$ cat src/gda_pkg.sv
// gda_pkg: types, constants and calendar helpers for the date-add block.
// No dependencies.
`default_nettype none
package gda_pkg;

   localparam int unsigned YEAR_W  = 14;  // year field width
   localparam int unsigned YCNT_W  = 17;  // running year, holds MAX_YEAR + 1
   localparam int unsigned ADD_W   = 20;  // day count field width
   localparam int unsigned DOY_W   = 21;  // day-of-year accumulator
   localparam int unsigned LEN_W   = 9;   // month or year length

   localparam logic [LEN_W-1:0] YEAR_LEN      = 9'd365;
   localparam logic [LEN_W-1:0] LEAP_YEAR_LEN = 9'd366;
   localparam logic [13:0]      CYCLE_400     = 14'd400;
   localparam logic [8:0]       CYCLE_100     = 9'd100;
   localparam logic [3:0]       MONTH_JAN     = 4'd1;
   localparam logic [3:0]       MONTH_FEB     = 4'd2;
   localparam logic [3:0]       MONTH_APR     = 4'd4;
   localparam logic [3:0]       MONTH_JUN     = 4'd6;
   localparam logic [3:0]       MONTH_SEP     = 4'd9;
   localparam logic [3:0]       MONTH_NOV     = 4'd11;
   localparam logic [3:0]       MONTH_DEC     = 4'd12;

   typedef struct packed {
      logic [4:0]        day;
      logic [3:0]        month;
      logic [YEAR_W-1:0] year;
      logic [ADD_W-1:0]  days_to_add;
   } req_type;

   typedef struct packed {
      logic [4:0]        out_day;
      logic [3:0]        out_month;
      logic [YEAR_W-1:0] out_year;
      logic              input_valid;
      logic              overflow;
   } rsp_type;

   typedef enum logic [2:0] {
      ST_IDLE,
      ST_MOD400,
      ST_MOD100,
      ST_CHECK,
      ST_DOY,
      ST_YEARS,
      ST_MONTHS
   } state_type;

   // days in a month; codes outside 1..12 fall to 31
   function automatic logic [LEN_W-1:0] month_len(input logic [3:0] m, input logic leap);
      logic [LEN_W-1:0] len;
      begin
         case (m)
            MONTH_APR, MONTH_JUN, MONTH_SEP, MONTH_NOV: len = 9'd30;
            MONTH_FEB: len = leap ? 9'd29 : 9'd28;
            default: len = 9'd31;
         endcase
         return len;
      end
   endfunction

endpackage
`default_nettype wire

$ cat src/gregorian_date_add_days.sv
// gregorian_date_add_days: adds a day count to a Gregorian date.
// Uses gda_pkg (item types, state enum, month length helper).
//
// Sequence: reduce the year mod 400, then mod 100, check the date, add up the
//   months before the start month, then step whole years and then months.
//   One item at a time; busy drops in the cycle that shows the result strobe.
// Throughput is set by the year-stepping loop through the one shared
//   add/subtract/compare unit, one year or month per cycle.
// Reset (synchronous, active high) returns the sequencer to idle and drops
//   the strobe. The result is shown for one cycle; the receiver cannot stall.
`default_nettype none
module gregorian_date_add_days #(
   parameter int unsigned MAX_YEAR = 9999,
   parameter int unsigned ADD_BITS = 20
) (
   input  wire logic            clock,
   input  wire logic            reset,
   input  wire logic            start,
   output logic                 busy,
   input  wire gda_pkg::req_type req_item,
   output logic                 rsp_valid,
   output gda_pkg::rsp_type     rsp_item
);
   import gda_pkg::*;

   // year limit at running-year width
   localparam logic [YCNT_W-1:0] MAX_Y = YCNT_W'(MAX_YEAR);
   // only the low ADD_BITS of the count take part
   localparam logic [ADD_W-1:0] ADD_MASK =
      (ADD_BITS >= ADD_W) ? {ADD_W{1'b1}} : ADD_W'((64'd1 << ADD_BITS) - 64'd1);

   state_type          state_ff, state_in;
   req_type            req_ff, req_in;
   logic [13:0]        rem400_ff, rem400_in;   // year mod 400
   logic [8:0]         rem100_ff, rem100_in;   // year mod 100
   logic [YCNT_W-1:0]  year_ff, year_in;
   logic [3:0]         mon_ff, mon_in;
   logic [DOY_W-1:0]   acc_ff, acc_in;
   logic               rsp_valid_ff, rsp_valid_in;
   rsp_type            rsp_ff, rsp_in;

   logic               leap;
   logic [LEN_W-1:0]   opnd;
   logic [DOY_W-1:0]   unit_sum, unit_diff;
   logic               unit_gt;
   logic [YCNT_W-1:0]  year_next;
   logic               date_ok;
   logic [LEN_W-1:0]   in_mlen;

   // leap test from the tracked remainders
   assign leap = ((year_ff[1:0] == 2'd0) && (rem100_ff != 9'd0)) || (rem400_ff == 14'd0);

   // shared arithmetic unit: operand is a month or a year length
   always_comb begin
      if (state_ff == ST_YEARS) begin
         opnd = leap ? LEAP_YEAR_LEN : YEAR_LEN;
      end else begin
         opnd = month_len(mon_ff, leap);
      end
   end
   assign unit_sum  = acc_ff + DOY_W'(opnd);
   assign unit_diff = acc_ff - DOY_W'(opnd);
   assign unit_gt   = acc_ff > DOY_W'(opnd);

   assign year_next = year_ff + YCNT_W'(1);
   assign in_mlen   = month_len(req_ff.month, leap);
   assign date_ok   = (req_ff.month >= MONTH_JAN) && (req_ff.month <= MONTH_DEC) &&
                      (req_ff.year != '0) && (YCNT_W'(req_ff.year) <= MAX_Y) &&
                      (req_ff.day != 5'd0) && (LEN_W'(req_ff.day) <= in_mlen);

   // next state
   always_comb begin
      state_in = state_ff;
      unique case (state_ff)
         ST_IDLE: begin
            if (start) state_in = ST_MOD400;
         end
         ST_MOD400: begin
            if (rem400_ff < CYCLE_400) state_in = ST_MOD100;
         end
         ST_MOD100: begin
            if (rem100_ff < CYCLE_100) state_in = ST_CHECK;
         end
         ST_CHECK: begin
            state_in = date_ok ? ST_DOY : ST_IDLE;
         end
         ST_DOY: begin
            if (mon_ff >= req_ff.month) state_in = ST_YEARS;
         end
         ST_YEARS: begin
            if (!unit_gt) state_in = ST_MONTHS;
            else if (year_next > MAX_Y) state_in = ST_IDLE;
         end
         ST_MONTHS: begin
            if (!((mon_ff < MONTH_DEC) && unit_gt)) state_in = ST_IDLE;
         end
         default: state_in = ST_IDLE;
      endcase
   end

   // datapath and result
   always_comb begin
      req_in       = req_ff;
      rem400_in    = rem400_ff;
      rem100_in    = rem100_ff;
      year_in      = year_ff;
      mon_in       = mon_ff;
      acc_in       = acc_ff;
      rsp_valid_in = 1'b0;
      rsp_in       = rsp_ff;
      unique case (state_ff)
         ST_IDLE: begin
            if (start) begin
               req_in    = req_item;
               rem400_in = req_item.year;
               year_in   = YCNT_W'(req_item.year);
            end
         end
         ST_MOD400: begin
            if (rem400_ff >= CYCLE_400) begin
               rem400_in = rem400_ff - CYCLE_400;
            end else begin
               rem100_in = rem400_ff[8:0];
            end
         end
         ST_MOD100: begin
            if (rem100_ff >= CYCLE_100) rem100_in = rem100_ff - CYCLE_100;
         end
         ST_CHECK: begin
            acc_in = DOY_W'(req_ff.day) + DOY_W'(req_ff.days_to_add & ADD_MASK);
            mon_in = MONTH_JAN;
            if (!date_ok) begin
               rsp_valid_in = 1'b1;
               rsp_in       = '0;
            end
         end
         ST_DOY: begin
            // add lengths of the months before the start month
            if (mon_ff < req_ff.month) begin
               acc_in = unit_sum;
               mon_in = mon_ff + 4'd1;
            end else begin
               mon_in = MONTH_JAN;
            end
         end
         ST_YEARS: begin
            if (unit_gt) begin
               acc_in    = unit_diff;
               year_in   = year_next;
               rem400_in = (rem400_ff == 14'd399) ? 14'd0 : rem400_ff + 14'd1;
               rem100_in = (rem100_ff == 9'd99) ? 9'd0 : rem100_ff + 9'd1;
               if (year_next > MAX_Y) begin
                  rsp_valid_in      = 1'b1;
                  rsp_in            = '0;
                  rsp_in.input_valid = 1'b1;
                  rsp_in.overflow    = 1'b1;
               end
            end
         end
         ST_MONTHS: begin
            if ((mon_ff < MONTH_DEC) && unit_gt) begin
               acc_in = unit_diff;
               mon_in = mon_ff + 4'd1;
            end else begin
               rsp_valid_in       = 1'b1;
               rsp_in.out_day     = acc_ff[4:0];
               rsp_in.out_month   = mon_ff;
               rsp_in.out_year    = year_ff[YEAR_W-1:0];
               rsp_in.input_valid = 1'b1;
               rsp_in.overflow    = 1'b0;
            end
         end
         default: begin
            rsp_valid_in = 1'b0;
         end
      endcase
   end

   always_ff @(posedge clock) begin
      if (reset) begin
         state_ff     <= ST_IDLE;
         rsp_valid_ff <= 1'b0;
      end else begin
         state_ff     <= state_in;
         rsp_valid_ff <= rsp_valid_in;
      end
   end

   always_ff @(posedge clock) begin
      req_ff    <= req_in;
      rem400_ff <= rem400_in;
      rem100_ff <= rem100_in;
      year_ff   <= year_in;
      mon_ff    <= mon_in;
      acc_ff    <= acc_in;
      rsp_ff    <= rsp_in;
   end

   assign busy      = (state_ff != ST_IDLE);
   assign rsp_valid = rsp_valid_ff;
   assign rsp_item  = rsp_ff;

endmodule
`default_nettype wire

$ cat config.mk
export PLATFORM = sky130hd
export DESIGN_NAME = gregorian_date_add_days
export DESIGN_NICKNAME = d
export VERILOG_FILES = /design/src/gda_pkg.sv /design/src/gregorian_date_add_days.sv
export SDC_FILE = /design/constraint.sdc
export NUM_CORES = 1
export LEC_CHECK = 0
export BUFFER_PORTS_ARGS = -buffer_cell sky130_fd_sc_hd__buf_2
export CORE_ASPECT_RATIO = 1.2
export CORE_MARGIN = 3
export CORE_UTILIZATION = 30
export DETAILED_ROUTE_END_ITERATION = 7
export PLACE_DENSITY_LB_ADDON = 0.05
export SLEW_MARGIN = 20
export SYNTH_ARGS = -nofsm -noshare
export SYNTH_HDL_FRONTEND = slang
export SYNTH_SLANG_ARGS = --single-unit
$ cat constraint.sdc
create_clock -name clock -period 5.6 [get_ports clock]
set_input_delay 0.56 -clock clock [delete_from_list [all_inputs] [get_ports clock]]
set_output_delay 0.56 -clock clock [all_outputs]
set_load 0.02 [all_outputs]
==> flow_metrics.tcl <==
set metrics [dict create \
    criticalPathCategory "flop to flop" \
    slew_violations 0 \
    critPathMaxFanout 9 \
    cap_violations 0 \
    detail_route.first_pass.iterations 5 \
    p_per_area_mw_per_mm2 415 \
    period_needed_ps 5060 \
    finalSetupTns_ps 0 \
    irDropWorstVdd_mv 0.178 \
    placementRows 67 \
    syn_area_mm2 0.00864 \
    wl_met2_mm 12.3 \
    synthArstFlopShare_pct 0 \
    drtIter0Drc 419 \
    grt_pass1_vias 6884 \
    grt_max_degree 44 \
    synthToLayoutAreaGrowth_pct 16.3 \
    io_pins 73 \
    synth_cell_types 73 \
    post-place-cells 1288 \
    cts-resized-gates 0 \
    run_status "finished clean" \
    wirelength_mm 25.7 \
    synth_edf_count 133 \
    m1WireLength_mm 12.0 \
    ys_warn_count 0 \
    yosys-top-cells-area "edfxtp_1 (46%), ha_1 (6.1%), o21ai_0 (3.6%)" \
    place_hpwl_mm 18.7 \
    met3_wirelength_um 892 \
    grt_usage_pct 17.0 \
    gr-total-overflow 0 \
    holdBufCountCts 0 \
    final_core_utilization_pct 35.7 \
    max_freq_mhz 198 \
    die_y_um 192 \
    die_area_mm2 0.0309 \
    layout-drive-gt1-share_pct 15.7 \
    io_buffers 72 \
    clk_pin_slew_worst_paths_ps 70 \
    cts_tree "done" \
    worstMarginPinSlew_ps 1020 \
    post-route-drc-count 0 \
    hp-class "primary input to flop" \
    post-cts-setup-buffers 0 \
    grt_antenna_before_repair 0 \
    synthTopCellsByCount "edfxtp_1 (133), nand2_1 (81), nor2_1 (64)" \
    detail_route.wl_per_cell_um 19.5 \
    nets 1019 \
    setup_viol 0 \
    drtAntennaViolNets 0 \
    ys_seq_area_share_pct 47.1 \
    insertion_delay_ps 430 \
    design_power_total_mw 4.17 \
    place.gp.congestion 0.808 \
    synth_top_cell_by_area "edfxtp_1" \
    rsz0062_at_grt "false" \
    power_leakage_nw 3.60 \
    cts_made_buffers 17 \
    h-tree-depth 4 \
    slew_headroom_pct 32.2 \
    ys_ff_latch 137 \
    clockBufferDepth 2 \
    post_drt_via_cell_ratio 5.22 \
    coreArea_mm2 0.0282 \
    cts-root-buf "clkbuf_16" \
    syn_inst 862 \
    syn_nets 953 \
    finalHoldViolations 0 \
    endpoint_kind "flop" \
    cts_sinks 137 \
    fin_worst_skew_ps 9.26 \
    fin_cells 1320 \
    initial_core_util_pct 30.7 \
    grt_pass1_wl_mm 40.5 \
    synth_most_common_cell "edfxtp_1" \
    routed.top_layer "met4" \
    die_w_um 161 \
    ys.flop_type "edfxtp_1" \
    routed-via-count 6888 \
    yosys.area.top_type_share_pct 46.2 \
    worstPathRequired_ps 5770 \
    post_synth.cell_area_avg_um2 10.0 \
    critPathLaunchType "flop" \
    antenna_cells 0 \
    fin_crit_sh_pct 90.4 \
    crit_arrival_ps 5230 \
]
[final timing paths]
check,start,end,slack [ps],depth (start not counted)
worst max register to register,rem400_ff[9],acc_ff[18],540,16
worst max-delay path,rem400_ff[9],acc_ff[18],540,16
worst min-delay path,req_item[2],req_ff[2],300,1
worst min register to register,rem100_ff[0],rem100_ff[0],650,1
[flip-flops by register name, indices dropped and copies added (netlist names), 3 cells and up]
signal / flops
mon_ff: 4
state_ff: 3
rem100_ff: 9
req_ff: 43
acc_ff: 21
year_ff: 17
rem400_ff: 14
rsp_item: 25
[where the power goes]
group	leakage, nW	internal [mW]	total, mW	switching (mW)
sequential	1.26	1.46	1.75	0.296
combinational	2.05	0.487	1.25	0.766
clock	0.282	0.683	1.16	0.477
[critical path, cell delays in order, from the launching register on]
cell and delay (ps):
edfxtp_1 520, or3_1 460, or2_2 310, nor4b_1 380, a22o_1 310, or2_2 150, o21ai_0 100, ha_1 240
fa_1 410, or3_1 380, a211oi_1 520, o41ai_1 160, buf_4 180, and3_1 210, and4_1 210, a31oi_1 140
o221ai_1 120
[kinds of logic (layout without fill, tap and decap cells)]
family | after synthesis | in the layout | share of synthesized area (%)
AO/OA/AOI/OAI | 212 | 212 | 16.8
XOR/XNOR | 67 | 67 | 6.79
adder cells (fa/ha/maj) | 45 | 45 | 6.78
buffers and inverters | 84 | 163 | 3.85
flip-flops | 137 | 137 | 47.1
AND/OR/NAND/NOR | 317 | 317 | 18.6
[final cells by class]
| type | count | area, um2 |
|---|---|---|
| well taps | 379 | 474 |
| fillers | 2911 | 18100 |
| clock inverters | 13 | 144 |
| clock buffers | 19 | 453 |
| flip-flops and latches | 137 | 4070 |
| inverters | 40 | 150 |
| repair buffers | 91 | 503 |
| multi-input cells | 641 | 4250 |
[through the flow]
| step | area, um2 | hold slack (ps) | setup slack, ps |
|---|---|---|---|
| finish | 10100 | 303 | 539 |
| global route | 10100 | 289 | 163 |
| CTS | 10100 | 282 | 539 |
| detailed placement | 9450 | 636 | 567 |
| global placement | 9450 | 625 | 597 |
| floorplan | 8650 | 564 | 590 |
[cells in the final DEF, fill, tap and decap left out, drive strengths merged, types with 10 or more instances in the layout]
| master | Yosys | layout |
|---|---|---|
| and2 | 19 | 19 |
| a31oi | 11 | 11 |
| a221oi | 12 | 12 |
| ha | 42 | 42 |
| inv | 37 | 39 |
| nor4 | 14 | 14 |
| nand3 | 31 | 31 |
| nand2 | 81 | 81 |
| or3 | 10 | 10 |
| xor2 | 35 | 35 |
| o21ai | 62 | 62 |
| nor2 | 64 | 64 |
| nor3 | 29 | 29 |
| nand4 | 14 | 14 |
| xnor2 | 32 | 32 |
| and3 | 22 | 22 |
| a21oi | 31 | 31 |
| edfxtp | 133 | 133 |
| buf | 8 | 91 |
| a22oi | 10 | 10 |
| o22ai | 13 | 13 |
| clkbuf | 36 | 19 |
[metal layers]
| layer | GRT usage [%] | vias up |
|---|---|---|
| li1 | - | 3376 |
| met1 | 22.4 | 3335 |
| met2 | 28.8 | 154 |
| met3 | 2.20 | 23 |
| met4 | 5.83 | 0 |
| met5 | 0 | - |
(Power assumes the default switching activity.)
